### src/hdl/winograd_depthwise_3x3_tile_unit_defines.svh
// assertion macros for the winograd tile unit
`ifndef WINOGRAD_DEPTHWISE_3X3_TILE_UNIT_DEFINES_SVH
`define WINOGRAD_DEPTHWISE_3X3_TILE_UNIT_DEFINES_SVH

`ifndef SYNTHESIS
// same-cycle implication
`define WDT_ASSERT_IMP(label, clk, rstn, ante, cons, msg) \
    label: assert property (@(posedge clk) disable iff (!rstn) (ante) |-> (cons)) \
        else $error(msg);
// next-cycle implication
`define WDT_ASSERT_NXT(label, clk, rstn, ante, cons, msg) \
    label: assert property (@(posedge clk) disable iff (!rstn) (ante) |=> (cons)) \
        else $error(msg);
`else
`define WDT_ASSERT_IMP(label, clk, rstn, ante, cons, msg)
`define WDT_ASSERT_NXT(label, clk, rstn, ante, cons, msg)
`endif

`endif

### src/hdl/wdt_pkg.sv
package wdt_pkg;

    // default formats
    localparam int PIXEL_BITS_DEF  = 16;
    localparam int WEIGHT_BITS_DEF = 16;

    // fixed field widths
    localparam int ROW_W    = 64;
    localparam int WROW_W   = 48;
    localparam int BIAS_W   = 16;
    localparam int OUT_W    = 16;
    localparam int OUT_FRAC = 8;

    // register port
    localparam int APB_ADDR_W = 5;
    localparam int APB_DATA_W = 64;

    // register indexes
    localparam logic [1:0] REG_WEIGHTS_TOP    = 2'd0;
    localparam logic [1:0] REG_WEIGHTS_MIDDLE = 2'd1;
    localparam logic [1:0] REG_WEIGHTS_BOTTOM = 2'd2;
    localparam logic [1:0] REG_BIAS_VALUE     = 2'd3;

    // output clip bounds
    localparam logic signed [OUT_W-1:0] OUT_MAX = 16'sh7FFF;
    localparam logic signed [OUT_W-1:0] OUT_MIN = 16'sh8000;

endpackage

### src/hdl/wdt_out_xform.sv
module wdt_out_xform import wdt_pkg::*; #(
    parameter int PIXEL_BITS  = PIXEL_BITS_DEF,
    parameter int WEIGHT_BITS = WEIGHT_BITS_DEF
) (
    input  logic                                   aclk,
    input  logic                                   aresetn,
    input  logic                                   in_valid,
    output logic                                   in_ready,
    input  logic signed [PIXEL_BITS+WEIGHT_BITS+5:0] m [16],
    output logic                                   out_valid,
    input  logic                                   out_ready,
    output logic signed [PIXEL_BITS+WEIGHT_BITS+9:0] y [4]
);

    localparam int MW = PIXEL_BITS + WEIGHT_BITS + 6;
    localparam int SW = MW + 2;
    localparam int YW = MW + 4;

    logic signed [SW-1:0] s [2][4];
    logic signed [YW-1:0] y_next [4];
    logic signed [YW-1:0] y_reg  [4];
    logic                 valid_reg;

    // output transform A^T m A: rows of A^T, then columns
    always_comb begin
        for (int c = 0; c < 4; c++) begin
            s[0][c] = SW'(m[c]) + SW'(m[4+c]) + SW'(m[8+c]);
            s[1][c] = SW'(m[4+c]) - SW'(m[8+c]) - SW'(m[12+c]);
        end
        for (int r = 0; r < 2; r++) begin
            y_next[r*2+0] = YW'(s[r][0]) + YW'(s[r][1]) + YW'(s[r][2]);
            y_next[r*2+1] = YW'(s[r][1]) - YW'(s[r][2]) - YW'(s[r][3]);
        end
    end

    // stage handshake
    assign in_ready  = !valid_reg || out_ready;
    assign out_valid = valid_reg;

    always_ff @(posedge aclk) begin
        if (!aresetn) begin
            valid_reg <= 1'b0;
        end else if (in_ready) begin
            valid_reg <= in_valid;
        end
    end

    always_ff @(posedge aclk) begin
        if (in_valid && in_ready) begin
            y_reg <= y_next;
        end
    end

    assign y = y_reg;

endmodule

### config.mk
export PLATFORM = sky130hd
export DESIGN_NAME = wdt_out_xform
export DESIGN_NICKNAME = d
export VERILOG_FILES = /design/src/hdl/winograd_depthwise_3x3_tile_unit_defines.svh /design/src/hdl/wdt_pkg.sv /design/src/hdl/wdt_out_xform.sv
export SDC_FILE = /design/constraint.sdc
export NUM_CORES = 2
export LEC_CHECK = 0
export ABC_AREA = 1
export ABC_CLOCK_PERIOD_IN_PS = 10640
export BUFFER_PORTS_ARGS = -buffer_cell sky130_fd_sc_hd__buf_2
export CAP_MARGIN = 40
export CORE_AREA = 2 2 302 304
export CTS_CLUSTER_SIZE = 30
export DETAILED_ROUTE_END_ITERATION = 12
export DIE_AREA = 0 0 304 306
export PLACE_DENSITY = 0.8
export SLEW_MARGIN = 40
export SYNTH_ARGS = -nofsm -noshare
export SYNTH_HDL_FRONTEND = slang
export SYNTH_SLANG_ARGS = --single-unit
### constraint.sdc
create_clock -name aclk -period 10.64 [get_ports aclk]
set_input_delay 2.128 -clock aclk [delete_from_list [all_inputs] [get_ports aclk]]
set_output_delay 2.128 -clock aclk [all_outputs]
set_load 0.02 [all_outputs]
==> results_dict.tcl <==
set metrics [dict create \
    max_clock_freq_mhz 109 \
    track_usage_pct 49.5 \
    synth_edf_count 168 \
    largest_register_ff_count 168 \
    synth_seq_area_share_pct 11.8 \
    synth_top_family_by_area "adder cells" \
    gp_congestion 1.20 \
    antenna_left 0 \
    yosys.area.top_type_share_pct 29.5 \
    outcome "complete, no violations" \
    antenna_found_initial 33 \
    drt_wl_total_mm 234 \
    synth_simple_gate_area_share_pct 19.0 \
    yosys-top-cells-area "fa_1 30%, inv_1 13%, edfxtp_1 12%, ha_1 9.5%, nand2_1 8.5%" \
    htreeDepth 4 \
    drt_iter0_markers 5764 \
    syn_inst 5668 \
    dieArea_sq_um 93000 \
    cp_slowest_stage_delay_ps 740 \
    first_global_vias 44620 \
    setup_viol 0 \
    critical_path.most_common_cell "nand2_1" \
    synthXorXnorAreaFrac_pct 6.07 \
    ctsResizeCount 0 \
    critPathRequiredTime_ps 10940 \
    syn_avg_cell_area_sq_um 7.56 \
    cp-end-kind "register" \
    cts_tree "yes" \
    synth_ff_type "edfxtp_1" \
    cp_max_fo 5 \
    synthToLayoutAreaGrowth_pct 15.0 \
    crit_path_top_delay_cell "xor2_1" \
    viasPerCell 5.80 \
    max_slew.worst_pin.slew_ps 1040 \
    insertion_delay_ps 540 \
    final_hold_viol_count 0 \
    drv_cap 0 \
    post-route-util_pct 55.0 \
    io_pins 782 \
    drv_slew 0 \
    clockBufferDepth 2 \
    cts.sinks 169 \
    hold_buffers 0 \
    ys_types 45 \
    rsz0062_at_grt "no" \
    hpwl_mm 211 \
    synth_nets 7238 \
    vias 44614 \
    grt_pass1_wl_mm 319 \
    fin_skew_ps 11.0 \
    ys_seq_elements 169 \
    wl_per_cell_um 30.4 \
    fin_nets 8035 \
    synthAdderAreaFrac_pct 39.1 \
    core_sq_um 89600 \
    syn-cell-area_sq_um 42800 \
    path_clk_slew_ps 90 \
    start_util_pct 47.8 \
    cts_setup_buffers 0 \
    die_y_um 306 \
    critPathLaunchType "primary input" \
    final.min_clock_period_ps 9140 \
    cts_buffers 17 \
    synth_warnings 0 \
    tns_ps 0 \
    worstPathArrival_ps 9430 \
    gr-total-overflow 0 \
    rows 110 \
    io_buffers 781 \
    ctsRootBufferMaster "clkbuf_16" \
    holdCritPathClass "register to register" \
    muxShareOfSynthArea_pct 0 \
    die-width_um 304 \
    yosys.area.top_type "fa_1" \
    synth_compound_area_share_pct 11.3 \
    worst-setup-path-type "primary input to register" \
    final_cell_mix "1432 x inv_1, 975 x nand2_1, 782 x buf_2" \
    postSynth.asyncResetShare_pct 0 \
    timing.slew.headroom_pct 30.5 \
    final_common_cell "inv_1" \
    drcViolationCount 0 \
    grt_max_degree 71 \
    post-route-period-util_pct 85.9 \
    drive_above_1_share_pct 14.8 \
    firstDrtPassIters 7 \
    ff2ff_setup_slack_ps 8520 \
]
[worst max-delay path, delay by kind of cell]
kind,cells,cell delay [ps]
adders and majority gates,7,3260
and+or+nand+nor,12,2140
xor gates and xnor gates,2,830
buffers and inverters,6,600
AOI/OAI and AO/OA,2,450
[synthesized netlist by cell type (2+ instances only)]
master       n
inv_2       10
nor3_1      57
nand2_1    975
a21boi_2     2
o21a_1       9
or2_1        2
xor2_1     201
nand4_1     41
nand3b_1     4
o211ai_1     7
a31oi_1     60
buf_2        3
nand2_2     22
nor3_2       3
a21oi_1    340
a21oi_2      8
clkbuf_2     2
ha_1       326
inv_1     1432
fa_1       632
nor2_2       9
o21ai_0    217
nor4_1      15
o21ai_1     17
xnor2_1     96
edfxtp_1   168
and2_1       2
nand3_2      9
buf_4        2
o21ai_2     15
a21boi_0    25
nor4_2      13
o21bai_1    60
nor2_1     567
a211oi_1     4
a21boi_1     7
nand3_1    226
a21o_1      64
and3_1      10
[worst paths after layout]
check | startpoint | to | cells after the start
worst max register to register | out_valid | y[23] | 3
worst max-delay path | m[190] | y[37] | 29
worst min-delay path | out_valid | out_valid | 2
worst min register to register | out_valid | out_valid | 2
[through the flow]
step,cells,setup slack [ps],hold slack [ps],cell area [sq um]
6_report,7686,1500,593,49300
5_1_grt,7668,1320,600,49200
4_1_cts,7654,2010,585,49000
3_5_place_dp,7622,1480,570,48400
3_3_place_gp,7621,1470,523,48200
2_1_floorplan,5668,3080,742,42800
[kinds of logic after synthesis]
family	count (synthesis)
AND/OR/NAND/NOR	1956
flip-flops	169
adder cells (fa/ha/maj)	958
buffers and inverters	1450
AO/OA/AOI/OAI	838
XOR/XNOR	297
[metal layers]
layer / vias up / wire length [um] / part of all wire, % / global-route usage, %
li1: 19175 / - / - / -
met1: 21129 / 81300 / 35 / 57.2
met2: 3369 / 97700 / 42 / 73.6
met3: 931 / 28400 / 12 / 15.4
met4: 10 / 26500 / 11 / 45.8
met5: - / 62 / 0.026 / 0
[final cells by class]
type	count	area [sq um]
diodes	32	80.1
clock buffers	17	425
clock inverters	15	201
fillers	8713	40300
inverters	1442	5410
multi-input cells	4049	32700
flip-flops and latches	169	5060
well taps	1176	1470
repair buffers	786	3950
Power is not shown: default switching activity piles up to over one toggle a cycle in this logic, so the estimate is an artifact.
