<file path="src/hdl/winograd_depthwise_3x3_tile_unit_defines.svh">
// assertion macros for the winograd tile unit
`ifndef WINOGRAD_DEPTHWISE_3X3_TILE_UNIT_DEFINES_SVH
`define WINOGRAD_DEPTHWISE_3X3_TILE_UNIT_DEFINES_SVH

`ifndef SYNTHESIS
// same-cycle implication
`define WDT_ASSERT_IMP(label, clk, rstn, ante, cons, msg) \
    label: assert property (@(posedge clk) disable iff (!rstn) (ante) |-> (cons)) \
        else $error(msg);
// next-cycle implication
`define WDT_ASSERT_NXT(label, clk, rstn, ante, cons, msg) \
    label: assert property (@(posedge clk) disable iff (!rstn) (ante) |=> (cons)) \
        else $error(msg);
`else
`define WDT_ASSERT_IMP(label, clk, rstn, ante, cons, msg)
`define WDT_ASSERT_NXT(label, clk, rstn, ante, cons, msg)
`endif

`endif

</file>
<file path="src/hdl/wdt_pkg.sv">
package wdt_pkg;

    // default formats
    localparam int PIXEL_BITS_DEF  = 16;
    localparam int WEIGHT_BITS_DEF = 16;

    // fixed field widths
    localparam int ROW_W    = 64;
    localparam int WROW_W   = 48;
    localparam int BIAS_W   = 16;
    localparam int OUT_W    = 16;
    localparam int OUT_FRAC = 8;

    // register port
    localparam int APB_ADDR_W = 5;
    localparam int APB_DATA_W = 64;

    // register indexes
    localparam logic [1:0] REG_WEIGHTS_TOP    = 2'd0;
    localparam logic [1:0] REG_WEIGHTS_MIDDLE = 2'd1;
    localparam logic [1:0] REG_WEIGHTS_BOTTOM = 2'd2;
    localparam logic [1:0] REG_BIAS_VALUE     = 2'd3;

    // output clip bounds
    localparam logic signed [OUT_W-1:0] OUT_MAX = 16'sh7FFF;
    localparam logic signed [OUT_W-1:0] OUT_MIN = 16'sh8000;

endpackage

</file>
<file path="src/hdl/wdt_in_xform.sv">
module wdt_in_xform import wdt_pkg::*; #(
    parameter int PIXEL_BITS = PIXEL_BITS_DEF
) (
    input  logic                         aclk,
    input  logic                         aresetn,
    input  logic                         in_valid,
    output logic                         in_ready,
    input  logic [ROW_W-1:0]             tile_row [4],
    output logic                         out_valid,
    input  logic                         out_ready,
    output logic signed [PIXEL_BITS+1:0] u [16]
);

    localparam int DW = PIXEL_BITS;
    localparam int CW = PIXEL_BITS + 1;
    localparam int UW = PIXEL_BITS + 2;

    logic signed [DW-1:0] d [4][4];
    logic signed [CW-1:0] t [4][4];
    logic signed [UW-1:0] u_next [16];
    logic signed [UW-1:0] u_reg  [16];
    logic                 valid_reg;

    // input transform B^T d B: columns, then rows
    always_comb begin
        for (int r = 0; r < 4; r++) begin
            for (int c = 0; c < 4; c++) begin
                d[r][c] = $signed(tile_row[r][c*DW +: DW]);
            end
        end
        for (int c = 0; c < 4; c++) begin
            t[0][c] = CW'(d[0][c]) - CW'(d[2][c]);
            t[1][c] = CW'(d[1][c]) + CW'(d[2][c]);
            t[2][c] = CW'(d[2][c]) - CW'(d[1][c]);
            t[3][c] = CW'(d[1][c]) - CW'(d[3][c]);
        end
        for (int r = 0; r < 4; r++) begin
            u_next[r*4+0] = UW'(t[r][0]) - UW'(t[r][2]);
            u_next[r*4+1] = UW'(t[r][1]) + UW'(t[r][2]);
            u_next[r*4+2] = UW'(t[r][2]) - UW'(t[r][1]);
            u_next[r*4+3] = UW'(t[r][1]) - UW'(t[r][3]);
        end
    end

    // stage handshake
    assign in_ready  = !valid_reg || out_ready;
    assign out_valid = valid_reg;

    always_ff @(posedge aclk) begin
        if (!aresetn) begin
            valid_reg <= 1'b0;
        end else if (in_ready) begin
            valid_reg <= in_valid;
        end
    end

    always_ff @(posedge aclk) begin
        if (in_valid && in_ready) begin
            u_reg <= u_next;
        end
    end

    assign u = u_reg;

endmodule

</file>
<file path="config.mk">
export PLATFORM = sky130hd
export DESIGN_NAME = wdt_in_xform
export DESIGN_NICKNAME = d
export VERILOG_FILES = /design/src/hdl/winograd_depthwise_3x3_tile_unit_defines.svh /design/src/hdl/wdt_pkg.sv /design/src/hdl/wdt_in_xform.sv
export SDC_FILE = /design/constraint.sdc
export NUM_CORES = 1
export LEC_CHECK = 0
export ABC_AREA = 1
export BUFFER_PORTS_ARGS = -buffer_cell sky130_fd_sc_hd__buf_4
export CAP_MARGIN = 20
export CORE_MARGIN = 2
export CORE_UTILIZATION = 50
export CTS_CLUSTER_DIAMETER = 30
export DETAILED_ROUTE_END_ITERATION = 8
export PLACE_DENSITY = 0.74
export SLEW_MARGIN = 40
export SYNTH_ARGS = -nofsm -noshare
export SYNTH_HDL_FRONTEND = slang
export SYNTH_SLANG_ARGS = --single-unit
</file>
<file path="constraint.sdc">
create_clock -name aclk -period 19.5 [get_ports aclk]
set_clock_uncertainty 0.05 [all_clocks]
set_input_delay 1.95 -clock aclk [delete_from_list [all_inputs] [get_ports aclk]]
set_output_delay 1.95 -clock aclk [all_outputs]
set_load 0.02 [all_outputs]
</file>
==> impl_metrics.ini, run 1 <==
[floorplanning]
initial_core_util_pct = 50.4
dieArea_um2 = 72700
pin_count = 550
rows = 97
core_area_um2 = 69900
die_h_um = 270
die_w_um = 270

[timing]
fin_setup_tns_ns = 0
finalHoldViolCount = 0
fmax_mhz = 189
finalHoldWorstSlack_ns = 0.521
setup_violations = 0
finalCritPeriodShare_pct = 27.1
slew_headroom_pct = 48.0
final.min_clock_period_ns = 5.28
drv_slew = 0
tightest_slew_ns = 0.777
rsz0062_at_grt = no

[layout]
layout_commonest_cell = nand2_1
layout_common_cells = nand2_1 (1467), inv_1 (898), buf_4 (550)
fin_nets = 6361
largest_reg_flops = 284
finalNonFillerCells = 6555
synthToLayoutAreaGrowth_pct = 21.8
drive_gt1_share_pct = 13.7

[critical_path]
worstSetupPathType = primary input to flip-flop
end_kind = flip-flop
critPathRequiredTime_ns = 19.81
cp-start-kind = primary input
worstPathArrival_ns = 5.59
crit_path_max_fanout = 4

[clocking]
cts_buffers = 78
cts_buffer_depth = 3
clock-sinks = 285
clk_pin_slew_ns = 0.05
hold_buffers = 0
ctsResizeCount = 0
cts_setup_buffers = 0
cts_tree = done
h-tree-depth = 3
clock_latency_ns = 0.61
clk_root_buffer_cell = clkbuf_16

[logic_synthesis]
synth-main-ff-cell = edfxtp_1
syn-mean-instance-area_um2 = 7.08
synth.area.top_cells = edfxtp_1 (24%), nand2_1 (16%), ha_1 (14%)
synthesis.instances = 4979
ys_seq_elements = 285
synthAdderAreaFrac_pct = 23.0
yosys.area_share.simple_pct = 27.1
asyncSetResetFlopFracSynth_pct = 0
synthMuxAreaShare_pct = 0
syn-num-nets = 5796
synth_top_area_share_pct = 24.2
synth_compound_area_share_pct = 9.36
yosys.area.top_type = edfxtp_1
synth_top_family_by_area = simple AND/OR/NAND/NOR gates
synth_enable_flop_cells = 284
synth_area_um2 = 35300
yosys_warnings = 0
synth_xor_xnor_area_share_pct = 5.19
ys_seq_area_share_pct = 24.2
synthDistinctLibCells = 41

[power]
vdd_drop_max_uv = 94.4
pwr-share-seq_pct = 20.0
p_clk_share_pct = 23.0
switchingPower_mw = 2.72
p_int_mw = 3.11
power.density_nw_per_um2 = 136
power.share.switching_pct = 46.7
pwr-share-comb_pct = 57.0
leakagePower_nw = 23.2

[grt]
grt_usage_pct = 35.8
grt_antenna_before_repair = 11
grt_max_degree = 71
grt_pass1_vias = 33100
grt_pass1_wl_um = 197000
grt-ovfl-total = 0

[place]
gp_congestion = 1.05
placed_cells = 6404
dp_hpwl_um = 114000
io_buffers = 549

[route]
routed_wl_um = 132000
drc_errors = 0
first_iter_violations = 2835
wl_per_cell_um = 20.2
ant_nets = 0
vias = 34900
drt_pass1_iterations = 8
viasPerCell = 5.33

[worst_hold_path]
worstHoldPathType = flip-flop to flip-flop

[flow_run]
cap_violations = 0

[status]
status = finished clean
[final cells by class]
type | instances | area, um^2
Timing Repair Buffer | 555 | 4190
Inverter | 930 | 3490
Fill cell | 6517 | 27000
Tap cell | 940 | 1180
Antenna cell | 10 | 25.0
Clock buffer | 87 | 2010
Sequential cell | 285 | 8550
Clock inverter | 54 | 701
Multi-Input combinational cell | 3694 | 22800
[layer usage]
metal | wire length (um) | GRT usage, % | part of all wire [%]
met2 | 59700 | 57.4 | 45
met3 | 10200 | 6.63 | 7.7
met4 | 8210 | 19.5 | 6.2
met1 | 54300 | 45.7 | 41
met5 | 0 | 0 | 0
[worst paths after layout]
| kind | startpoint | end | slack, ns | depth (start not counted) |
|---|---|---|---|---|
| max | tile_row[97] | u[215]$_DFFE_PP_ | 14.22 | 18 |
| min | out_valid$_SDFFE_PN0N_ | out_valid$_SDFFE_PN0N_ | 0.52 | 2 |
| max reg2reg | out_valid$_SDFFE_PN0N_ | u[6]$_DFFE_PP_ | 17.24 | 3 |
| min reg2reg | out_valid$_SDFFE_PN0N_ | out_valid$_SDFFE_PN0N_ | 0.52 | 2 |
[power by group through the flow]
stage / clock [mW] / sequential [mW] / combinational [mW]
finish: 1.34 / 1.17 / 3.32
global route: 1.38 / 1.18 / 3.64
CTS: 1.36 / 1.16 / 3.28
detailed placement: 0 / 1.17 / 3.26
global placement: 0 / 1.17 / 3.25
floorplan: 0 / 1.43 / 1.89
[metrics by stage]
| step | util, % | cell area (um^2) | setup slack, ns | total power, mW |
|---|---|---|---|---|
| 5_1_grt | 61.4 | 43000 | 14.01 | 6.21 |
| 2_1_floorplan | - | 35300 | 2.83 | 3.32 |
| 3_3_place_gp | 57.5 | 40200 | 13.64 | 4.42 |
| 3_5_place_dp | 57.5 | 40200 | 13.59 | 4.43 |
| 6_report | 61.4 | 43000 | 14.22 | 5.83 |
| 4_1_cts | 61.4 | 42900 | 14.25 | 5.80 |
[synthesized netlist by cell type, types with 7 or more instances]
library cell	n
nand2_1	1467
nor2_1	384
o21ai_0	105
nor4_1	37
buf_4	20
buf_2	43
fa_1	151
a21oi_1	348
nor2_2	11
o21ai_2	7
o21bai_1	48
a21oi_2	13
edfxtp_1	284
nand3b_1	12
xnor2_1	37
nor3_1	22
nand2_2	9
xor2_1	170
inv_2	31
nand4_1	21
nand3_1	352
o21ai_1	24
inv_1	898
a21o_1	40
ha_1	406
[critical path: stages]
cell and delay [ns]:
buf_4 0.14, inv_1 0.16, fa_1 0.46, inv_1 0.06, nand2_1 0.09, a21oi_2 0.24
a21oi_2 0.10, xor2_1 0.56, inv_1 0.16, fa_1 0.40, ha_1 0.37, nand2_1 0.16
nor2_1 0.17, nand3_1 0.09, nand3_1 0.18, nand2_1 0.12, nand3_1 0.08, nand2_1 0.08
[cell families after synthesis]
kind of cell             count (synthesis)
XOR/XNOR                               208
AND/OR/NAND/NOR                       2336
AO/OA/AOI/OAI                          593
buffers and inverters                 1000
flip-flops                             285
adder cells (fa/ha/maj)                557
(Power assumes the default switching activity.)
==> run 2: changes to the inputs <==
==> constraint.sdc (replaced) <==
create_clock -name aclk -period 5.2 [get_ports aclk]
set_clock_uncertainty 0.05 [all_clocks]
set_input_delay 0.52 -clock aclk [delete_from_list [all_inputs] [get_ports aclk]]
set_output_delay 0.52 -clock aclk [all_outputs]
set_load 0.02 [all_outputs]
==> run 2 against run 1 <==
Net effect: critical path depth stayed put; sequential power grew to 3.7 times the previous value; non-clock buffer count stayed put; core utilization down 0.32 points; register-to-register slack got worse by 14 ns; setup slack lost 13 ns; clock power grew to 3.5 times the previous value; combinational power grew to 3.8 times the previous value; sequential share of layout area up 0.11 points; hold slack got worse by 0.40 ns.
==> impl_metrics.ini, run 2 (synthesis gave the netlist of run 1 again) <==
[timing]
finalHoldViolCount = 0
drv_slew = 0
tightest_slew_ns = 0.781
rsz0062_at_grt = no
setup_slack_ns = 1.26
finalHoldWorstSlack_ns = 0.126
setup_violations = 0
finalCritPeriodShare_pct = 75.8
fmax_mhz = 254
final.min_clock_period_ns = 3.94
slew_headroom_pct = 47.9

[critical_path]
critPathTopFamily = adder cells
worstSetupPathType = primary input to flip-flop
cp-start-kind = primary input
path_common_cell = nand2_1
r2r_end = u[71]$_DFFE_PP_
critPathBufInv = 4
crit_chain = buf_4, inv_1, fa_1, inv_1, nand2_1, a21oi_2, a21oi_2, xor2_1, inv_1, fa_1, ha_1, nand2_1, nor2_1, nand3_1, nand3_1, nand2_1, nand3_1, nand2_1
critPathRequiredTime_ns = 5.50
cpPeakStageDelay_ns = 0.51
slowest_stage = xor2_1
crit_path_max_fanout = 4
r2r_cells = 2
end_kind = flip-flop
r2r_slack_ns = 3.19
worstPathArrival_ns = 4.24
worst-path-stages = 18
r2r_start = out_valid$_SDFFE_PN0N_

[flow_run]
cap_violations = 0

[route]
ant_nets = 0
first_iter_violations = 3214
viasPerCell = 5.32
drc_errors = 0
routed_wl_um = 132000
wl_per_cell_um = 20.2
drt_pass1_iterations = 7
vias = 34700

[grt]
grt-ovfl-total = 0
grt_max_degree = 127
grt_antenna_before_repair = 2
grt_use_met2_pct = 57.2
met3_usage_pct = 7.04
grt_pass1_wl_um = 196000
grtUsageMet1_pct = 45.6
grt_pass1_vias = 33300
busiest_layer = met2
grt_usage_pct = 35.6

[power]
p_total_mw = 21.5
power.density_nw_per_um2 = 503
power.share.switching_pct = 47.0
leakagePower_nw = 23.1
p_int_mw = 11.4
pwr-share-seq_pct = 20.2
p_clk_share_pct = 21.6
pwr-share-comb_pct = 58.2
vdd_drop_max_uv = 419
switchingPower_mw = 10.1

[layout]
largest_reg_flops = 284
fin_nets = 6355
finalNonFillerCells = 6534
drive_gt1_share_pct = 13.7
layout_common_cells = nand2_1 (1467), inv_1 (896), buf_4 (553)
synthToLayoutAreaGrowth_pct = 21.2
layout_commonest_cell = nand2_1

[floorplanning]
dieArea_um2 = 72700
initial_core_util_pct = 50.4
core_area_um2 = 69900
rows = 97
pin_count = 550
die_h_um = 270
die_w_um = 270

[clocking]
h-tree-depth = 3
cts_tree = done
hold_buffers = 0
cts_setup_buffers = 0
clk_pin_slew_ns = 0.05
ctsResizeCount = 0
cts_buffers = 72
clock-sinks = 285
cts_buffer_depth = 3
clock_latency_ns = 0.59
clk_root_buffer_cell = clkbuf_16

[worst_hold_path]
worstHoldPathType = primary input to flip-flop
worstHoldEndpoint = out_valid$_SDFFE_PN0N_
min_path_cells = 2
worstHoldStart = aresetn

[place]
io_buffers = 549
dp_hpwl_um = 114000
pre_cts_slack_ns = 0.795
gp_congestion = 1.04
placed_cells = 6404

[status]
status = finished clean
run 2: cell count changes in the layout (fill, tap and decap cells not counted), sizes merged:
cell      change
bufinv        -3
clkbuf        -5
clkinv        +2
clkinvlp      +1
diode         -9
inv           -7
run 2: how the worst max path moves through the flow:
stage / from / end / slack [ns]
6_report: tile_row[97] / u[211]$_DFFE_PP_ / 1.26
4_1_cts: tile_row[160] / u[211]$_DFFE_PP_ / 1.37
3_3_place_gp: tile_row[97] / u[211]$_DFFE_PP_ / 0.84
3_5_place_dp: tile_row[97] / u[211]$_DFFE_PP_ / 0.79
5_1_grt: tile_row[160] / u[211]$_DFFE_PP_ / 1.15
2_1_floorplan: out_ready / u[0]$_DFFE_PP_ / -0.48
run 2: final cells by class:
cell class                      instances  area (um^2)
Timing Repair Buffer                  555         4190
Sequential cell                       285         8550
Multi-Input combinational cell       3694        22800
Tap cell                              940         1180
Clock inverter                         47          576
Fill cell                            6618        27200
Inverter                              930         3500
Antenna cell                            1         2.50
Clock buffer                           82         1920
run 2: layer usage:
metal	wire (um)	part of all wire, %
met4	7340	5.6
met5	0	0
met2	59300	45
met1	54100	41
met3	11000	8.4
run 2: metrics by stage:
| stage | setup TNS, ns | cell area, um^2 | utilization [%] |
|---|---|---|---|
| final | 0 | 42700 | 61.1 |
| after global routing | 0 | 42700 | 61.1 |
| after CTS | 0 | 42700 | 61.1 |
| after detailed placement | 0 | 40200 | 57.5 |
| after global placement | 0 | 40200 | 57.5 |
| after floorplan | -135.34 | 35300 | - |
run 2: power groups by stage:
stage | logic (mW) | registers [mW] | clock network, mW
finish | 12.5 | 4.34 | 4.64
detailed placement | 12.2 | 4.36 | 0
CTS | 12.3 | 4.34 | 4.69
global route | 13.7 | 4.41 | 4.78
floorplan | 7.08 | 5.31 | 0
global placement | 12.2 | 4.37 | 0
run 2: worst register-to-register path, stage by stage, from the launching register on:
cell and delay (ns):
dfxtp_2 0.33, a21oi_4 0.49, buf_12 0.58
