[src/hdl/winograd_depthwise_3x3_tile_unit_defines.svh]
// assertion macros for the winograd tile unit
`ifndef WINOGRAD_DEPTHWISE_3X3_TILE_UNIT_DEFINES_SVH
`define WINOGRAD_DEPTHWISE_3X3_TILE_UNIT_DEFINES_SVH

`ifndef SYNTHESIS
// same-cycle implication
`define WDT_ASSERT_IMP(label, clk, rstn, ante, cons, msg) \
    label: assert property (@(posedge clk) disable iff (!rstn) (ante) |-> (cons)) \
        else $error(msg);
// next-cycle implication
`define WDT_ASSERT_NXT(label, clk, rstn, ante, cons, msg) \
    label: assert property (@(posedge clk) disable iff (!rstn) (ante) |=> (cons)) \
        else $error(msg);
`else
`define WDT_ASSERT_IMP(label, clk, rstn, ante, cons, msg)
`define WDT_ASSERT_NXT(label, clk, rstn, ante, cons, msg)
`endif

`endif

[src/hdl/wdt_pkg.sv]
package wdt_pkg;

    // default formats
    localparam int PIXEL_BITS_DEF  = 16;
    localparam int WEIGHT_BITS_DEF = 16;

    // fixed field widths
    localparam int ROW_W    = 64;
    localparam int WROW_W   = 48;
    localparam int BIAS_W   = 16;
    localparam int OUT_W    = 16;
    localparam int OUT_FRAC = 8;

    // register port
    localparam int APB_ADDR_W = 5;
    localparam int APB_DATA_W = 64;

    // register indexes
    localparam logic [1:0] REG_WEIGHTS_TOP    = 2'd0;
    localparam logic [1:0] REG_WEIGHTS_MIDDLE = 2'd1;
    localparam logic [1:0] REG_WEIGHTS_BOTTOM = 2'd2;
    localparam logic [1:0] REG_BIAS_VALUE     = 2'd3;

    // output clip bounds
    localparam logic signed [OUT_W-1:0] OUT_MAX = 16'sh7FFF;
    localparam logic signed [OUT_W-1:0] OUT_MIN = 16'sh8000;

endpackage

[src/hdl/wdt_round_sat.sv]
module wdt_round_sat import wdt_pkg::*; #(
    parameter int PIXEL_BITS  = PIXEL_BITS_DEF,
    parameter int WEIGHT_BITS = WEIGHT_BITS_DEF
) (
    input  logic                                     aclk,
    input  logic                                     aresetn,
    input  logic                                     in_valid,
    output logic                                     in_ready,
    input  logic signed [PIXEL_BITS+WEIGHT_BITS+9:0] y [4],
    input  logic signed [BIAS_W-1:0]                 bias,
    output logic                                     out_valid,
    input  logic                                     out_ready,
    output logic signed [OUT_W-1:0]                  pix [4],
    output logic                                     saturated
);

    localparam int YW = PIXEL_BITS + WEIGHT_BITS + 10;
    localparam int AW = YW + 2;
    localparam int RS = PIXEL_BITS / 2 + (WEIGHT_BITS - 4) + 2 - OUT_FRAC;
    localparam int QW = AW - RS;

    localparam logic signed [AW-1:0] RND   = AW'(1) <<< (RS - 1);
    localparam logic signed [QW-1:0] Q_MAX = QW'(OUT_MAX);
    localparam logic signed [QW-1:0] Q_MIN = QW'(OUT_MIN);

    logic signed [AW-1:0]    bias_scaled;
    logic signed [AW-1:0]    v [4];
    logic signed [QW-1:0]    q [4];
    logic [3:0]              clip;
    logic signed [OUT_W-1:0] pix_next [4];
    logic signed [OUT_W-1:0] pix_reg  [4];
    logic                    sat_reg;
    logic                    valid_reg;

    // bias, round half-up, floor shift, clip
    always_comb begin
        bias_scaled = AW'(bias) <<< RS;
        for (int i = 0; i < 4; i++) begin
            v[i] = AW'(y[i]) + bias_scaled + RND;
            q[i] = QW'(v[i] >>> RS);
            if (q[i] > Q_MAX) begin
                pix_next[i] = OUT_MAX;
                clip[i]     = 1'b1;
            end else if (q[i] < Q_MIN) begin
                pix_next[i] = OUT_MIN;
                clip[i]     = 1'b1;
            end else begin
                pix_next[i] = q[i][OUT_W-1:0];
                clip[i]     = 1'b0;
            end
        end
    end

    // output register
    assign in_ready  = !valid_reg || out_ready;
    assign out_valid = valid_reg;

    always_ff @(posedge aclk) begin
        if (!aresetn) begin
            valid_reg <= 1'b0;
        end else if (in_ready) begin
            valid_reg <= in_valid;
        end
    end

    always_ff @(posedge aclk) begin
        if (in_valid && in_ready) begin
            pix_reg <= pix_next;
            sat_reg <= |clip;
        end
    end

    assign pix       = pix_reg;
    assign saturated = sat_reg;

endmodule
[config.mk]
export PLATFORM = sky130hd
export DESIGN_NAME = wdt_round_sat
export DESIGN_NICKNAME = d
export VERILOG_FILES = /design/src/hdl/winograd_depthwise_3x3_tile_unit_defines.svh /design/src/hdl/wdt_pkg.sv /design/src/hdl/wdt_round_sat.sv
export SDC_FILE = /design/constraint.sdc
export NUM_CORES = 1
export LEC_CHECK = 0
export BUFFER_PORTS_ARGS = -buffer_cell sky130_fd_sc_hd__buf_4
export CAP_MARGIN = 20
export CELL_PAD_IN_SITES_DETAIL_PLACEMENT = 1
export CELL_PAD_IN_SITES_GLOBAL_PLACEMENT = 2
export CORE_MARGIN = 3
export CORE_UTILIZATION = 34
export CTS_CLUSTER_DIAMETER = 100
export DETAILED_ROUTE_END_ITERATION = 7
export PLACE_DENSITY = 0.95
export SYNTH_ARGS = -nofsm -noshare
export SYNTH_HDL_FRONTEND = slang
export SYNTH_SLANG_ARGS = --single-unit
[constraint.sdc]
create_clock -name aclk -period 11.45 [get_ports aclk]
set_input_delay 2.29 -clock aclk [delete_from_list [all_inputs] [get_ports aclk]]
set_output_delay 2.29 -clock aclk [all_outputs]
set_load 0.01 [all_outputs]
==> impl_metrics.yaml, run 1 <==
sta:
  finalClockSkew_ns: 0.00773
  max_freq_mhz: 166
  setup_violations: 0
  hold_viol_final: 0
  rsz0062_at_grt: "false"
  fin_crit_sh_pct: 52.6
  min_period_ns: 6.03
  slew_headroom_pct: 28.7
  slew_violations: 0
  timing.final.ws_setup_ns: 5.42
  fin_tns_setup_ns: 0
  worst_pin_slew_ns: 1.07
final_layout:
  syn_to_final_growth_pct: 20.4
  largest_register_ffs: 64
  final_common_cell: "buf_4"
  fill_cells: 3536
  drive_gt1_share_pct: 19.1
  regArea_mm2: 0.00197
  design_area_mm2: 0.0119
  final_cell_mix: "buf_4, a21oi_1, ha_1"
  multiInputGateArea_mm2: 0.00757
  fin_nets: 1706
  n_antenna_cell: 0
clock_tree:
  clk_latency_ns: 0.34
  ctsResizeCount: 0
  path_clk_slew_ns: 0.06
  clockRootBuffer: "clkbuf_16"
  post_cts_buffers: 0
  cts_max_level: 3
  ctsLongestPathBuffers: 2
  tritoncts: "built"
  cts_made_buffers: 9
  cts.sinks: 66
  holdBufCountCts: 0
worst_setup_path:
  criticalPathCategory: "input port to flip-flop"
  cp.required_ns: 11.51
  end_kind: "flip-flop"
  cp-start-kind: "input port"
  cp_max_fo: 52
  critPathArrivalTime_ns: 6.09
run_status:
  status: "finished clean"
floorplan:
  die_width_um: 177
  die-area_mm2: 0.0313
  fp-row-count: 61
  pin_count: 255
  start_util_pct: 35.1
  die_h_um: 177
  coreArea_mm2: 0.0282
drt:
  vias: 10300
  routed_wl_um: 36000
  viasPerCell: 5.77
  ant_nets: 0
  drc: 0
  drtPass1Iterations: 5
  wl_per_cell_um: 20.2
  drtIter0Drc: 607
global_route:
  grt_pass1_vias: 10500
  antenna_found_initial: 1
  grt_pass1_wl_um: 57000
  grt_max_degree: 66
  grt_overflow: 0
  track_usage_pct: 22.6
placement:
  place_hpwl_um: 29200
  place_worst_setup_slack_ns: 5.08
  place_congestion: 0.879
  port_buffers: 202
  placed_cell_area_mm2: 0.0117
power_and_ir_drop:
  p_sw_uw: 483
  p_total_mw: 1.20
  powerDensity_mw_per_mm2: 100
  leakage_nw: 4.96
  comb_power_share_pct: 52.4
  p_int_uw: 715
  switching_share_pct: 40.3
  pwr-share-clk_pct: 21.4
  seq_power_share_pct: 26.2
  vdd_ir_drop_max_mv: 0.0588
synthesis:
  syn_area_mm2: 0.00992
  yosysSeqAreaShare_pct: 19.9
  ys_seq_elements: 66
  synth_cells: 1236
  yosys_warnings: 0
  ys_types: 97
  synth_fp_nets: 1540
  synth_edf_count: 65
  avgSynthCellArea_um2: 8.03
  synth_flop_cell: "edfxtp_1"
  async_flop_share_pct: 0
run:
  max_cap_viol_count: 0
min_path:
  worstHoldPathType: "flip-flop to flip-flop"
==> area by class of cell <==
class                           count  area share [%]
Inverter                           37            1.16
Clock buffer                       13            2.09
Clock inverter                      3           0.126
Sequential cell                    66            16.5
Multi-Input combinational cell   1084            63.3
Timing Repair Buffer              204            12.8
Tap cell                          378            3.96
==> critical path, cell delays in order <==
cell       delay, ns
buf_4           0.53
ha_1            0.48
a21oi_1         0.29
o21ai_1         0.10
nor2_1          0.15
a31oi_2         0.15
a2111oi_1       0.61
o21ai_0         0.22
a2111oi_0       0.48
and4_1          0.30
a2bb2oi_1       0.35
nand3_1         0.11
==> worst paths after layout <==
| kind | slack [ns] | cells past startpoint | to | startpoint |
|---|---|---|---|---|
| hold reg to reg | 0.56 | 2 | out_valid | out_valid |
| setup reg to reg | 9.74 | 3 | pix[27] | out_valid |
| hold / removal | 0.56 | 2 | out_valid | out_valid |
| setup / recovery | 5.42 | 12 | saturated | bias[15] |
==> Yosys cell counts (14+ instances only) <==
library cell	count	area, µm²
o21a_1	34	255
a211oi_1	19	143
xor2_1	34	298
a21o_1	63	473
xnor2_1	46	403
o21ai_0	73	365
ha_1	112	1400
nor4_1	16	100
clkbuf_1	26	97.6
or3_1	15	93.8
o211ai_1	19	143
nor2_1	83	312
nor3_1	20	100
nor2b_1	17	106
o21ai_1	15	75.1
nand4_1	26	163
inv_1	37	139
nand3_1	45	225
edfxtp_1	65	1950
nand2_1	95	357
buf_2	14	70.1
nand2b_1	20	125
a21oi_1	118	591
a31oi_1	20	125
==> power by group through the flow <==
stage	Clock, mW	Combinational, mW	Sequential [mW]
floorplan	0	0.411	0.328
global placement	0	0.603	0.319
detailed placement	0	0.619	0.320
CTS	0.263	0.625	0.315
global route	0.270	0.697	0.316
finish	0.257	0.627	0.314
==> routing by layer <==
layer	wire [µm]	up-vias	GRT usage (%)	part of all wire, %
met5	10	-	0	0.028
met4	375	2	2.88	1.0
met3	1830	32	3.63	5.1
met2	16900	242	38.1	47
met1	16900	4949	31.3	47
li1	-	5066	-	-
==> through the flow <==
step / std cells / hold WS, ns / utilization, %
global placement: 1768 / 0.527 / 41.3
global route: 1785 / 0.594 / 42.3
finish: 1785 / 0.559 / 42.3
detailed placement: 1768 / 0.560 / 41.3
CTS: 1784 / 0.569 / 42.3
floorplan: 1236 / 0.610 / -
==> cell families (layout without fill, tap and decap cells) <==
| logic type | after synthesis | after routing | synth area share, % |
|---|---|---|---|
| compound gates | 465 | 465 | 31.5 |
| simple gates | 419 | 419 | 22.4 |
| mux | 4 | 4 | 0.404 |
| flops | 66 | 66 | 19.9 |
| buf+inv | 86 | 257 | 3.87 |
| xor+xnor | 80 | 80 | 7.06 |
| fa+ha+maj | 116 | 116 | 14.9 |
Power figures use the tool's default switching activity.
==> run 2: changes to the inputs <==
--- a/config.mk
+++ b/config.mk
@@ -10,10 +10,10 @@
 export CELL_PAD_IN_SITES_DETAIL_PLACEMENT = 1
 export CELL_PAD_IN_SITES_GLOBAL_PLACEMENT = 2
 export CORE_MARGIN = 3
-export CORE_UTILIZATION = 34
+export CORE_UTILIZATION = 32
 export CTS_CLUSTER_DIAMETER = 100
 export DETAILED_ROUTE_END_ITERATION = 7
-export PLACE_DENSITY = 0.95
+export PLACE_DENSITY = 0.92
 export SYNTH_ARGS = -nofsm -noshare
 export SYNTH_HDL_FRONTEND = slang
 export SYNTH_SLANG_ARGS = --single-unit
==> constraint.sdc (replaced) <==
create_clock -name aclk -period 5.9 [get_ports aclk]
set_input_delay 1.18 -clock aclk [delete_from_list [all_inputs] [get_ports aclk]]
set_output_delay 1.18 -clock aclk [all_outputs]
set_load 0.01 [all_outputs]
==> run 2 against run 1 <==
- first-iteration DRC count fell by 35%
- clock-buffer cell count decreased by 2
- sequential share of layout area hardly changed
- worst setup slack got worse by 4.3 ns
- hold slack improved by 0.0022 ns
- critical path depth increased by 1
- critical path type unchanged
- critical endpoint is now pix[38]
- largest power group unchanged
- highest routed layer is now met4
==> impl_metrics.yaml, run 2 (same netlist as run 1, synthesis figures left out) <==
sta:
  slew_violations: 0
  finalClockSkew_ns: 0.00606
  worst_pin_slew_ns: 0.909
  hold_viol_final: 0
  slew_headroom_pct: 39.4
  min_period_ns: 4.81
  fin_tns_setup_ns: 0
  max_freq_mhz: 208
  setup_violations: 0
  rsz0062_at_grt: "false"
  fin_crit_sh_pct: 81.5
worst_setup_path:
  end_kind: "flip-flop"
  crit_slowest_cell: "nand2_1"
  cp.depth: 13
  cpMostUsedCell: "buf_4"
  slowest_delay_ns: 0.57
  criticalPathCategory: "input port to flip-flop"
  critPathArrivalTime_ns: 4.85
  path_cells: "buf_4, buf_4, ha_1, a21oi_1, o21a_1, o2111ai_1, nor3_1, o21ba_2, o32ai_1, nor4_1, nand3_1, nand2_1, o21ai_1"
  reg2reg_depth: 3
  cp-start-kind: "input port"
  cp_top_family: "simple AND/OR/NAND/NOR gates"
  cp_max_fo: 33
  critPathBufInv: 2
  cp.required_ns: 5.94
run_status:
  status: "finished clean"
final_layout:
  n_antenna_cell: 0
  drive_gt1_share_pct: 19.1
  syn_to_final_growth_pct: 20.6
  design_area_mm2: 0.0120
  stdcell_count: 1799
  largest_register_ffs: 64
  final_common_cell: "buf_4"
  fin_nets: 1708
  final_cell_mix: "buf_4, a21oi_1, ha_1"
placement:
  placed_cell_area_mm2: 0.0117
  port_buffers: 202
  placed_cells: 1783
  place_hpwl_um: 29400
  place_congestion: 0.882
power_and_ir_drop:
  vdd_ir_drop_max_mv: 0.131
  leakage_nw: 4.96
  pwr-share-clk_pct: 20.7
  p_sw_uw: 930
  p_total_mw: 2.30
  powerDensity_mw_per_mm2: 193
  comb_power_share_pct: 52.8
  p_int_mw: 1.37
  seq_power_share_pct: 26.5
  switching_share_pct: 40.4
floorplan:
  coreArea_mm2: 0.0301
  die-area_mm2: 0.0332
  start_util_pct: 32.9
  pin_count: 255
  die_h_um: 182
  die_width_um: 182
  fp-row-count: 63
drt:
  ant_nets: 0
  routed_wl_um: 36000
  viasPerCell: 5.71
  vias: 10300
  wl_per_cell_um: 20.0
  drc: 0
  drtIter0Drc: 392
  drtPass1Iterations: 5
clock_tree:
  path_clk_slew_ns: 0.05
  ctsLongestPathBuffers: 2
  cts_max_level: 3
  holdBufCountCts: 0
  ctsResizeCount: 0
  tritoncts: "built"
  clockRootBuffer: "clkbuf_16"
  cts_made_buffers: 9
  cts.sinks: 66
  clk_latency_ns: 0.34
  post_cts_buffers: 0
min_path:
  worstHoldPathType: "flip-flop to flip-flop"
  whs_path_depth: 2
global_route:
  grt_pass1_vias: 10400
  grt_pass1_wl_um: 57000
  antenna_found_initial: 0
  track_usage_pct: 21.2
  grt_max_degree: 66
  grt_overflow: 0
run:
  max_cap_viol_count: 0
[run 2: power by group through the flow]
| stage | combinational (mW) | clock, mW | sequential, mW |
|---|---|---|---|
| after global routing | 1.35 | 0.509 | 0.614 |
| after floorplan | 0.798 | 0 | 0.637 |
| final | 1.22 | 0.476 | 0.610 |
| after CTS | 1.22 | 0.491 | 0.612 |
| after global placement | 1.18 | 0 | 0.620 |
| after detailed placement | 1.21 | 0 | 0.621 |
[run 2: per-layer routing]
| layer | up-vias | share of wire [%] | track usage, % |
|---|---|---|---|
| met1 | 4938 | 48 | 30.0 |
| met3 | 27 | 4.9 | 3.17 |
| li1 | 5074 | - | - |
| met5 | - | 0 | 0 |
| met4 | 0 | 1.0 | 3.20 |
| met2 | 236 | 46 | 34.8 |
[run 2: per-stage QoR]
stage / hold slack (ns) / setup slack [ns] / util (%)
floorplan: 0.610 / 1.84 / -
global placement: 0.517 / 0.875 / 38.9
detailed placement: 0.571 / 0.718 / 38.9
CTS: 0.575 / 1.08 / 39.7
global route: 0.595 / 0.674 / 39.7
finish: 0.561 / 1.09 / 39.7
[run 2: final timing paths]
kind,start,endpoint,slack [ns]
min reg2reg,out_valid,out_valid,0.56
max,bias[15],pix[38],1.09
max reg2reg,out_valid,pix[32],4.21
min,out_valid,out_valid,0.56
[run 2: area by class of cell]
cell class	count	area (µm²)
clock buffers	11	233
flip-flops and latches	66	1970
well taps	390	488
repair buffers	206	1550
fillers	3686	18100
inverters	37	139
multi-input cells	1084	7570
clock inverters	5	21.3
[run 2: worst register-to-register path, cell delays in order (launching register included)]
cell and delay, ns:
dfxtp_1 0.30, nand2b_1 0.11, and2_2 0.16, buf_4 0.65
