<file path="config.mk">
export PLATFORM = sky130hd
export DESIGN_NAME = wdt_cfg_regs
export DESIGN_NICKNAME = d
export VERILOG_FILES = /design/src/hdl/winograd_depthwise_3x3_tile_unit_defines.svh /design/src/hdl/wdt_pkg.sv /design/src/hdl/wdt_cfg_regs.sv
export SDC_FILE = /design/constraint.sdc
export NUM_CORES = 1
export LEC_CHECK = 0
export ABC_CLOCK_PERIOD_IN_PS = 8300
export BUFFER_PORTS_ARGS = -buffer_cell sky130_fd_sc_hd__buf_2
export CAP_MARGIN = 20
export CORE_UTILIZATION = 53
export CTS_BUF_LIST = sky130_fd_sc_hd__clkbuf_2
export DETAILED_ROUTE_END_ITERATION = 8
export HOLD_SLACK_MARGIN = 0.06
export PLACE_DENSITY = 0.76
export SETUP_SLACK_MARGIN = 0.15
export SYNTH_ARGS = -nofsm -noshare
export SYNTH_HDL_FRONTEND = slang
export SYNTH_SLANG_ARGS = --single-unit
</file>
<file path="constraint.sdc">
create_clock -name aclk -period 8.3 [get_ports aclk]
set_input_delay 2.49 -clock aclk [delete_from_list [all_inputs] [get_ports aclk]]
set_output_delay 2.49 -clock aclk [all_outputs]
set_load 0.02 [all_outputs]
</file>
<file path="src/hdl/winograd_depthwise_3x3_tile_unit_defines.svh">
// assertion macros for the winograd tile unit
`ifndef WINOGRAD_DEPTHWISE_3X3_TILE_UNIT_DEFINES_SVH
`define WINOGRAD_DEPTHWISE_3X3_TILE_UNIT_DEFINES_SVH

`ifndef SYNTHESIS
// same-cycle implication
`define WDT_ASSERT_IMP(label, clk, rstn, ante, cons, msg) \
    label: assert property (@(posedge clk) disable iff (!rstn) (ante) |-> (cons)) \
        else $error(msg);
// next-cycle implication
`define WDT_ASSERT_NXT(label, clk, rstn, ante, cons, msg) \
    label: assert property (@(posedge clk) disable iff (!rstn) (ante) |=> (cons)) \
        else $error(msg);
`else
`define WDT_ASSERT_IMP(label, clk, rstn, ante, cons, msg)
`define WDT_ASSERT_NXT(label, clk, rstn, ante, cons, msg)
`endif

`endif

</file>
<file path="src/hdl/wdt_pkg.sv">
package wdt_pkg;

    // default formats
    localparam int PIXEL_BITS_DEF  = 16;
    localparam int WEIGHT_BITS_DEF = 16;

    // fixed field widths
    localparam int ROW_W    = 64;
    localparam int WROW_W   = 48;
    localparam int BIAS_W   = 16;
    localparam int OUT_W    = 16;
    localparam int OUT_FRAC = 8;

    // register port
    localparam int APB_ADDR_W = 5;
    localparam int APB_DATA_W = 64;

    // register indexes
    localparam logic [1:0] REG_WEIGHTS_TOP    = 2'd0;
    localparam logic [1:0] REG_WEIGHTS_MIDDLE = 2'd1;
    localparam logic [1:0] REG_WEIGHTS_BOTTOM = 2'd2;
    localparam logic [1:0] REG_BIAS_VALUE     = 2'd3;

    // output clip bounds
    localparam logic signed [OUT_W-1:0] OUT_MAX = 16'sh7FFF;
    localparam logic signed [OUT_W-1:0] OUT_MIN = 16'sh8000;

endpackage

</file>
<file path="src/hdl/wdt_cfg_regs.sv">
module wdt_cfg_regs import wdt_pkg::*; #(
    parameter int WEIGHT_BITS = WEIGHT_BITS_DEF
) (
    input  logic                          aclk,
    input  logic                          aresetn,
    input  logic                          psel,
    input  logic                          penable,
    input  logic                          pwrite,
    input  logic [APB_ADDR_W-1:0]         paddr,
    input  logic [APB_DATA_W-1:0]         pwdata,
    output logic [APB_DATA_W-1:0]         prdata,
    output logic                          pready,
    output logic signed [WEIGHT_BITS+3:0] k [16],
    output logic signed [BIAS_W-1:0]      bias
);

    localparam int GW = WEIGHT_BITS;
    localparam int HW = WEIGHT_BITS + 2;
    localparam int KW = WEIGHT_BITS + 4;

    logic [WROW_W-1:0]   weights_reg [3];
    logic [BIAS_W-1:0]   bias_reg;
    logic [1:0]          reg_sel;
    logic                write_en;
    logic signed [GW-1:0] g  [3][3];
    logic signed [HW-1:0] kh [4][3];
    logic signed [KW-1:0] k_next [16];
    logic signed [KW-1:0] k_reg  [16];

    assign pready   = 1'b1;
    assign reg_sel  = paddr[APB_ADDR_W-1:3];
    assign write_en = psel && penable && pwrite;

    // register writes
    always_ff @(posedge aclk) begin
        if (!aresetn) begin
            weights_reg[0] <= '0;
            weights_reg[1] <= '0;
            weights_reg[2] <= '0;
            bias_reg       <= '0;
        end else if (write_en) begin
            case (reg_sel)
                REG_WEIGHTS_TOP: begin
                    weights_reg[0] <= pwdata[WROW_W-1:0];
                end
                REG_WEIGHTS_MIDDLE: begin
                    weights_reg[1] <= pwdata[WROW_W-1:0];
                end
                REG_WEIGHTS_BOTTOM: begin
                    weights_reg[2] <= pwdata[WROW_W-1:0];
                end
                REG_BIAS_VALUE: begin
                    bias_reg <= pwdata[BIAS_W-1:0];
                end
                default: begin
                end
            endcase
        end
    end

    // register readback
    always_comb begin
        case (reg_sel)
            REG_WEIGHTS_TOP:    prdata = APB_DATA_W'(weights_reg[0]);
            REG_WEIGHTS_MIDDLE: prdata = APB_DATA_W'(weights_reg[1]);
            REG_WEIGHTS_BOTTOM: prdata = APB_DATA_W'(weights_reg[2]);
            REG_BIAS_VALUE:     prdata = APB_DATA_W'(bias_reg);
            default:            prdata = '0;
        endcase
    end

    // kernel transform G g G^T, scaled by four so every half stays exact
    always_comb begin
        for (int r = 0; r < 3; r++) begin
            for (int c = 0; c < 3; c++) begin
                g[r][c] = $signed(weights_reg[r][c*GW +: GW]);
            end
        end
        // columns
        for (int c = 0; c < 3; c++) begin
            kh[0][c] = HW'(g[0][c]) + HW'(g[0][c]);
            kh[1][c] = HW'(g[0][c]) + HW'(g[1][c]) + HW'(g[2][c]);
            kh[2][c] = HW'(g[0][c]) - HW'(g[1][c]) + HW'(g[2][c]);
            kh[3][c] = HW'(g[2][c]) + HW'(g[2][c]);
        end
        // rows
        for (int r = 0; r < 4; r++) begin
            k_next[r*4+0] = KW'(kh[r][0]) + KW'(kh[r][0]);
            k_next[r*4+1] = KW'(kh[r][0]) + KW'(kh[r][1]) + KW'(kh[r][2]);
            k_next[r*4+2] = KW'(kh[r][0]) - KW'(kh[r][1]) + KW'(kh[r][2]);
            k_next[r*4+3] = KW'(kh[r][2]) + KW'(kh[r][2]);
        end
    end

    // transformed kernel is registered, following the weight registers in the next cycle
    always_ff @(posedge aclk) begin
        k_reg <= k_next;
    end

    assign k    = k_reg;
    assign bias = $signed(bias_reg);

endmodule

</file>
==> flow_summary.json, run 1 <==
{
  "status": "finished clean",
  "dr.pass1.iters": 6,
  "port_buffers": 422,
  "finalHoldViolCount": 0,
  "final_common_cell": "inv_1",
  "path_cells": "buf_4, nor2b_1, inv_2, o22ai_1, buf_2",
  "place_ws_ns": 1.48,
  "worst_slack_ns": 1.43,
  "slowest_stage": "inv_2",
  "startpoint_type": "input pin",
  "wirelength_mm": 90.3,
  "cp_data_required_time_ns": 5.81,
  "critPathMaxStageDelay_ns": 0.75,
  "crit_family": "buffers and inverters",
  "cp_num_buf_inv": 3,
  "clockBufferDepth": 3,
  "cp-end-kind": "primary output",
  "coreArea_um2": 56800,
  "dieArea_um2": 59000,
  "finalCritPeriodShare_pct": 82.7,
  "rsz0062_at_grt": "false",
  "grt.total_usage_pct": 30.4,
  "setup_violations": 0,
  "synth_edf_count": 144,
  "vias_per_cell": 5.38,
  "worst-setup-path-type": "in2out",
  "drc": 0,
  "num_vias": 23789,
  "maxCapViolations": 0,
  "postRouteAntennaNets": 0,
  "grt_antenna_before_repair": 2,
  "clkSinkCount": 442,
  "drt_iter0_drc": 1791,
  "insertion_delay_ns": 1.30,
  "cts_tree": "yes",
  "period_minus_slack_ns": 6.87,
  "grt-ovfl-total": 0,
  "min_path_type": "reg2reg",
  "grt_max_degree": 52,
  "die_w_um": 243,
  "post_cts_buffers": 0,
  "final_nets": 4154,
  "area_growth_pct": 12.9,
  "cp.arrival_ns": 4.38,
  "fin_setup_tns_ns": 0,
  "slew_violations": 0,
  "synth-main-ff-cell": "dfxtp_1",
  "tightestPinTransition_ns": 1.03,
  "die_h_um": 243,
  "mostFrequentLayoutCells": "594 x inv_1, 421 x buf_2, 302 x ha_1, 298 x dfxtp_1, 212 x fa_1",
  "numCtsBuffers": 110,
  "wire_per_inst_um": 20.4,
  "ys_ff_latch": 442,
  "cts_resized": 0,
  "clk_pin_slew_worst_paths_ns": 0.14,
  "io_pins": 475,
  "cts_max_level": 3,
  "synth_warnings": 0,
  "ys_types": 95,
  "async_reset_ff_share_pct": 0,
  "grt_first_pass_wirelength_mm": 135,
  "skew_ns": 0.193,
  "dp_hpwl_mm": 73.1,
  "drive_above_1_share_pct": 18.8,
  "start_util_pct": 54.1,
  "fillers": 4929,
  "synth_area_um2": 30700,
  "rows": 87,
  "netlist_instances": 3103,
  "grt_pass1_vias": 23017,
  "fmax_ghz": 0.146,
  "yosysSeqAreaShare_pct": 33.5,
  "root_buffer": "clkbuf_2",
  "slew_headroom_pct": 31.2,
  "postCtsHoldBufs": 0,
  "cp_max_fo": 33,
  "syn_avg_cell_area_um2": 9.91,
  "largest_reg_flops": 282,
  "place_congestion": 0.966
}
==> synth_stat cells (8+ instances only) <==
master | n | area [um^2]
ha_1 | 302 | 3780
o21ai_0 | 60 | 300
nand4_1 | 15 | 93.8
or2_2 | 36 | 225
o21a_1 | 35 | 263
buf_4 | 55 | 413
o21ai_1 | 47 | 235
nor4_1 | 11 | 68.8
a211oi_1 | 26 | 195
a21o_1 | 64 | 480
xor2_1 | 74 | 648
nor3_1 | 37 | 185
mux4_2 | 16 | 360
inv_1 | 595 | 2230
a211o_1 | 8 | 70.1
o211ai_1 | 22 | 165
edfxtp_1 | 144 | 4320
and3_1 | 22 | 138
nand2_1 | 119 | 447
o22ai_1 | 45 | 282
fa_1 | 212 | 4240
xnor2_1 | 135 | 1180
nand2b_1 | 29 | 181
a21boi_0 | 18 | 135
a31oi_1 | 17 | 106
a2111oi_0 | 8 | 70.1
nor2b_1 | 29 | 181
o21bai_1 | 13 | 97.6
clkbuf_1 | 42 | 158
a21oi_1 | 166 | 831
dfxtp_1 | 298 | 5970
nor2_1 | 104 | 390
a31o_1 | 8 | 70.1
mux2i_1 | 33 | 330
nand3_1 | 50 | 250
and2_1 | 61 | 382
==> cells by family (layout without fill, tap and decap cells) <==
| family | count (synthesis) | after routing | synth area share (%) |
|---|---|---|---|
| and+or+nand+nor | 553 | 553 | 9.31 |
| other | 2 | 35 | 0.0244 |
| buffers and inverters | 705 | 1232 | 9.33 |
| adders and majority gates | 514 | 514 | 26.1 |
| DFF | 442 | 442 | 33.5 |
| xor gates and xnor gates | 209 | 209 | 5.95 |
| muxes | 50 | 50 | 2.28 |
| AOI/OAI and AO/OA | 628 | 628 | 13.5 |
==> layout make-up <==
cell class	count	area, um^2	share of cell area, %
antenna	2	5.00	0.0144
timing repair buffer	429	2170	6.25
inverter	596	2240	6.45
sequential	442	10300	29.7
clock buffer	146	731	2.11
clock inverter	61	579	1.67
tap	756	946	2.73
multi-input combinational	1987	17700	51.1
==> final timing paths <==
check | from | slack [ns] | to | depth (start not counted)
setup / recovery | paddr[3] | 1.43 | prdata[39] | 5
hold / removal | weights_reg[0][143] | 0.32 | k[17] | 0
setup reg to reg | weights_reg[0][129] | 2.39 | k[197] | 22
hold reg to reg | weights_reg[0][143] | 0.32 | k[17] | 0
==> layer usage <==
metal  vias to the layer above  wire length (um)  global-route usage (%)  share of wire (%)
li1                      11258                 -                       -                  -
met1                     11380             37500                    39.2                 42
met2                       968             42400                    49.8                 47
met3                       183              6210                    4.78                6.9
met4                         0              4210                    14.9                4.7
met5                         -                 0                       0                  0
==> stage by stage <==
stage | area [um^2] | hold slack (ns) | util [%] | std cells
after global routing | 34700 | 0.322 | 61.1 | 4419
final | 34700 | 0.321 | 61.1 | 4419
after floorplan | 30900 | 0.348 | - | 3134
after detailed placement | 33400 | 0.358 | 58.8 | 4210
after CTS | 34700 | 0.301 | 61.1 | 4417
after global placement | 33400 | 0.351 | 58.8 | 4210
Power of run 1 is not shown: default switching activity piles up to over one toggle a cycle in this logic, so the estimate is an artifact.
==> run 2, diff against run 1 <==
--- a/config.mk
+++ b/config.mk
@@ -5,14 +5,14 @@
 export SDC_FILE = /design/constraint.sdc
 export NUM_CORES = 1
 export LEC_CHECK = 0
-export ABC_CLOCK_PERIOD_IN_PS = 8300
+export ABC_CLOCK_PERIOD_IN_PS = 6300
 export BUFFER_PORTS_ARGS = -buffer_cell sky130_fd_sc_hd__buf_2
 export CAP_MARGIN = 20
 export CORE_UTILIZATION = 53
 export CTS_BUF_LIST = sky130_fd_sc_hd__clkbuf_2
 export DETAILED_ROUTE_END_ITERATION = 8
 export HOLD_SLACK_MARGIN = 0.06
-export PLACE_DENSITY = 0.76
+export PLACE_DENSITY = 0.79
 export SETUP_SLACK_MARGIN = 0.15
 export SYNTH_ARGS = -nofsm -noshare
 export SYNTH_HDL_FRONTEND = slang
==> constraint.sdc (replaced) <==
create_clock -name aclk -period 6.3 [get_ports aclk]
set_input_delay 1.89 -clock aclk [delete_from_list [all_inputs] [get_ports aclk]]
set_output_delay 1.89 -clock aclk [all_outputs]
set_load 0.02 [all_outputs]
==> run 2 against run 1 <==
Against the previous run:
- critical path depth increased by 15
- clock skew decreased by 0.020 ns
- clock-buffer cell count increased by 3
- die area unchanged
- flip-flop and latch count unchanged
- final cell count increased by 0.14%
- wire length increased by 0.29%
- via count increased by 2.1%
- utilization decreased by 0.17 points
==> flow_summary.json, run 2 (synthesis results as in run 1) <==
{
  "status": "finished clean",
  "io_pins": 475,
  "setup_violations": 0,
  "grt_first_pass_wirelength_mm": 135,
  "skew_ns": 0.173,
  "postCtsHoldBufs": 0,
  "grt.total_usage_pct": 30.4,
  "min_path_type": "reg2reg",
  "clockBufferDepth": 3,
  "largest_reg_flops": 282,
  "slew_headroom_pct": 31.7,
  "min_to": "k[68]",
  "numCtsBuffers": 109,
  "vias_per_cell": 5.49,
  "drt_iter0_drc": 2234,
  "cp_max_fo": 8,
  "worst-setup-path-type": "reg2reg",
  "post_cts_buffers": 0,
  "place_ws_ns": 0.586,
  "cp-end-kind": "register",
  "die_h_um": 243,
  "min_from": "weights_reg[0][102]",
  "finalHoldViolCount": 0,
  "fmax_ghz": 0.172,
  "dr.pass1.iters": 7,
  "grt-ovfl-total": 0,
  "cts_resized": 0,
  "port_buffers": 422,
  "worstReg2RegStart": "weights_reg[0][133]",
  "dieArea_um2": 59000,
  "die_w_um": 243,
  "start_util_pct": 54.1,
  "period_minus_slack_ns": 5.81,
  "clkSinkCount": 442,
  "fin_setup_tns_ns": 0,
  "cp.arrival_ns": 6.82,
  "grt_max_degree": 49,
  "place_congestion": 0.993,
  "cp_data_required_time_ns": 7.31,
  "num_vias": 24293,
  "rows": 87,
  "maxCapViolations": 0,
  "utilization_pct": 60.9,
  "finalCritPeriodShare_pct": 92.2,
  "r2r_slack_ns": 0.49,
  "postRouteAntennaNets": 0,
  "startpoint_type": "register",
  "rr_worst_depth": 20,
  "final_common_cell": "inv_1",
  "cts_tree": "yes",
  "cts_max_level": 3,
  "drc": 0,
  "rsz0062_at_grt": "false",
  "drive_above_1_share_pct": 18.9,
  "final_nets": 4163,
  "area_growth_pct": 12.5,
  "grt_antenna_before_repair": 2,
  "mostFrequentLayoutCells": "595 x inv_1, 421 x buf_2, 302 x ha_1, 298 x dfxtp_1, 212 x fa_1",
  "tightestPinTransition_ns": 1.02,
  "dp_hpwl_mm": 73.6,
  "clk_pin_slew_worst_paths_ns": 0.11,
  "wire_per_inst_um": 20.5,
  "slew_violations": 0,
  "coreArea_um2": 56800,
  "root_buffer": "clkbuf_2",
  "holdPathStages": 0,
  "worst_slack_ns": 0.490,
  "wirelength_mm": 90.5,
  "grt_pass1_vias": 23215,
  "r2r-end": "k[138]",
  "insertion_delay_ns": 1.28
}
run 2: area by class of cell:
class | instances | area (um^2)
inverters | 596 | 2240
fillers | 4899 | 22200
well taps | 756 | 946
repair buffers | 439 | 2250
clock buffers | 149 | 746
multi-input cells | 1987 | 17800
flip-flops and latches | 442 | 10300
diodes | 2 | 5.00
clock inverters | 54 | 365
run 2: through the flow:
step,hold WS [ns],cells,instance area [um^2]
floorplan,0.348,3134,30900
global placement,0.352,4220,33500
detailed placement,0.360,4220,33500
CTS,0.359,4423,34600
global route,0.382,4424,34600
finish,0.366,4425,34600
run 2: critical path, cell delays in order, from the launching register on:
cell and delay [ns]:
edfxtp_1 0.40, inv_1 0.39, fa_1 0.54, ha_1 0.36, o21ai_0 0.39, a31oi_1 0.20
o21a_1 0.20, a21o_1 0.19, a21oi_1 0.33, xnor2_1 0.15, ha_1 0.29, inv_1 0.04
ha_1 0.15, or2_2 0.27, ha_1 0.40, a21o_1 0.22, a21oi_1 0.13, a21boi_0 0.09
a211oi_1 0.47, o21ai_1 0.16, xor2_1 0.17
run 2: worst max-delay path by stage:
stage                   startpoint                 to  cells after the start
6_report       weights_reg[0][133]             k[138]                     20
5_1_grt        weights_reg[0][113]             k[197]                     23
4_1_cts         weights_reg[0][33]             k[197]                     22
3_5_place_dp    weights_reg[0][33]             k[197]                     22
3_3_place_gp    weights_reg[0][33]             k[197]                     22
2_1_floorplan             paddr[4]  weights_reg[0][0]                      4
run 2: per-layer routing:
metal | share of wire, % | track usage (%) | vias to the layer above
met2 | 47 | 49.6 | 1142
li1 | - | - | 11255
met4 | 4.4 | 14.7 | 2
met3 | 7.9 | 5.14 | 207
met5 | 0.018 | 0 | -
met1 | 41 | 39.1 | 11687
Power of run 2 is left out for the same reason.
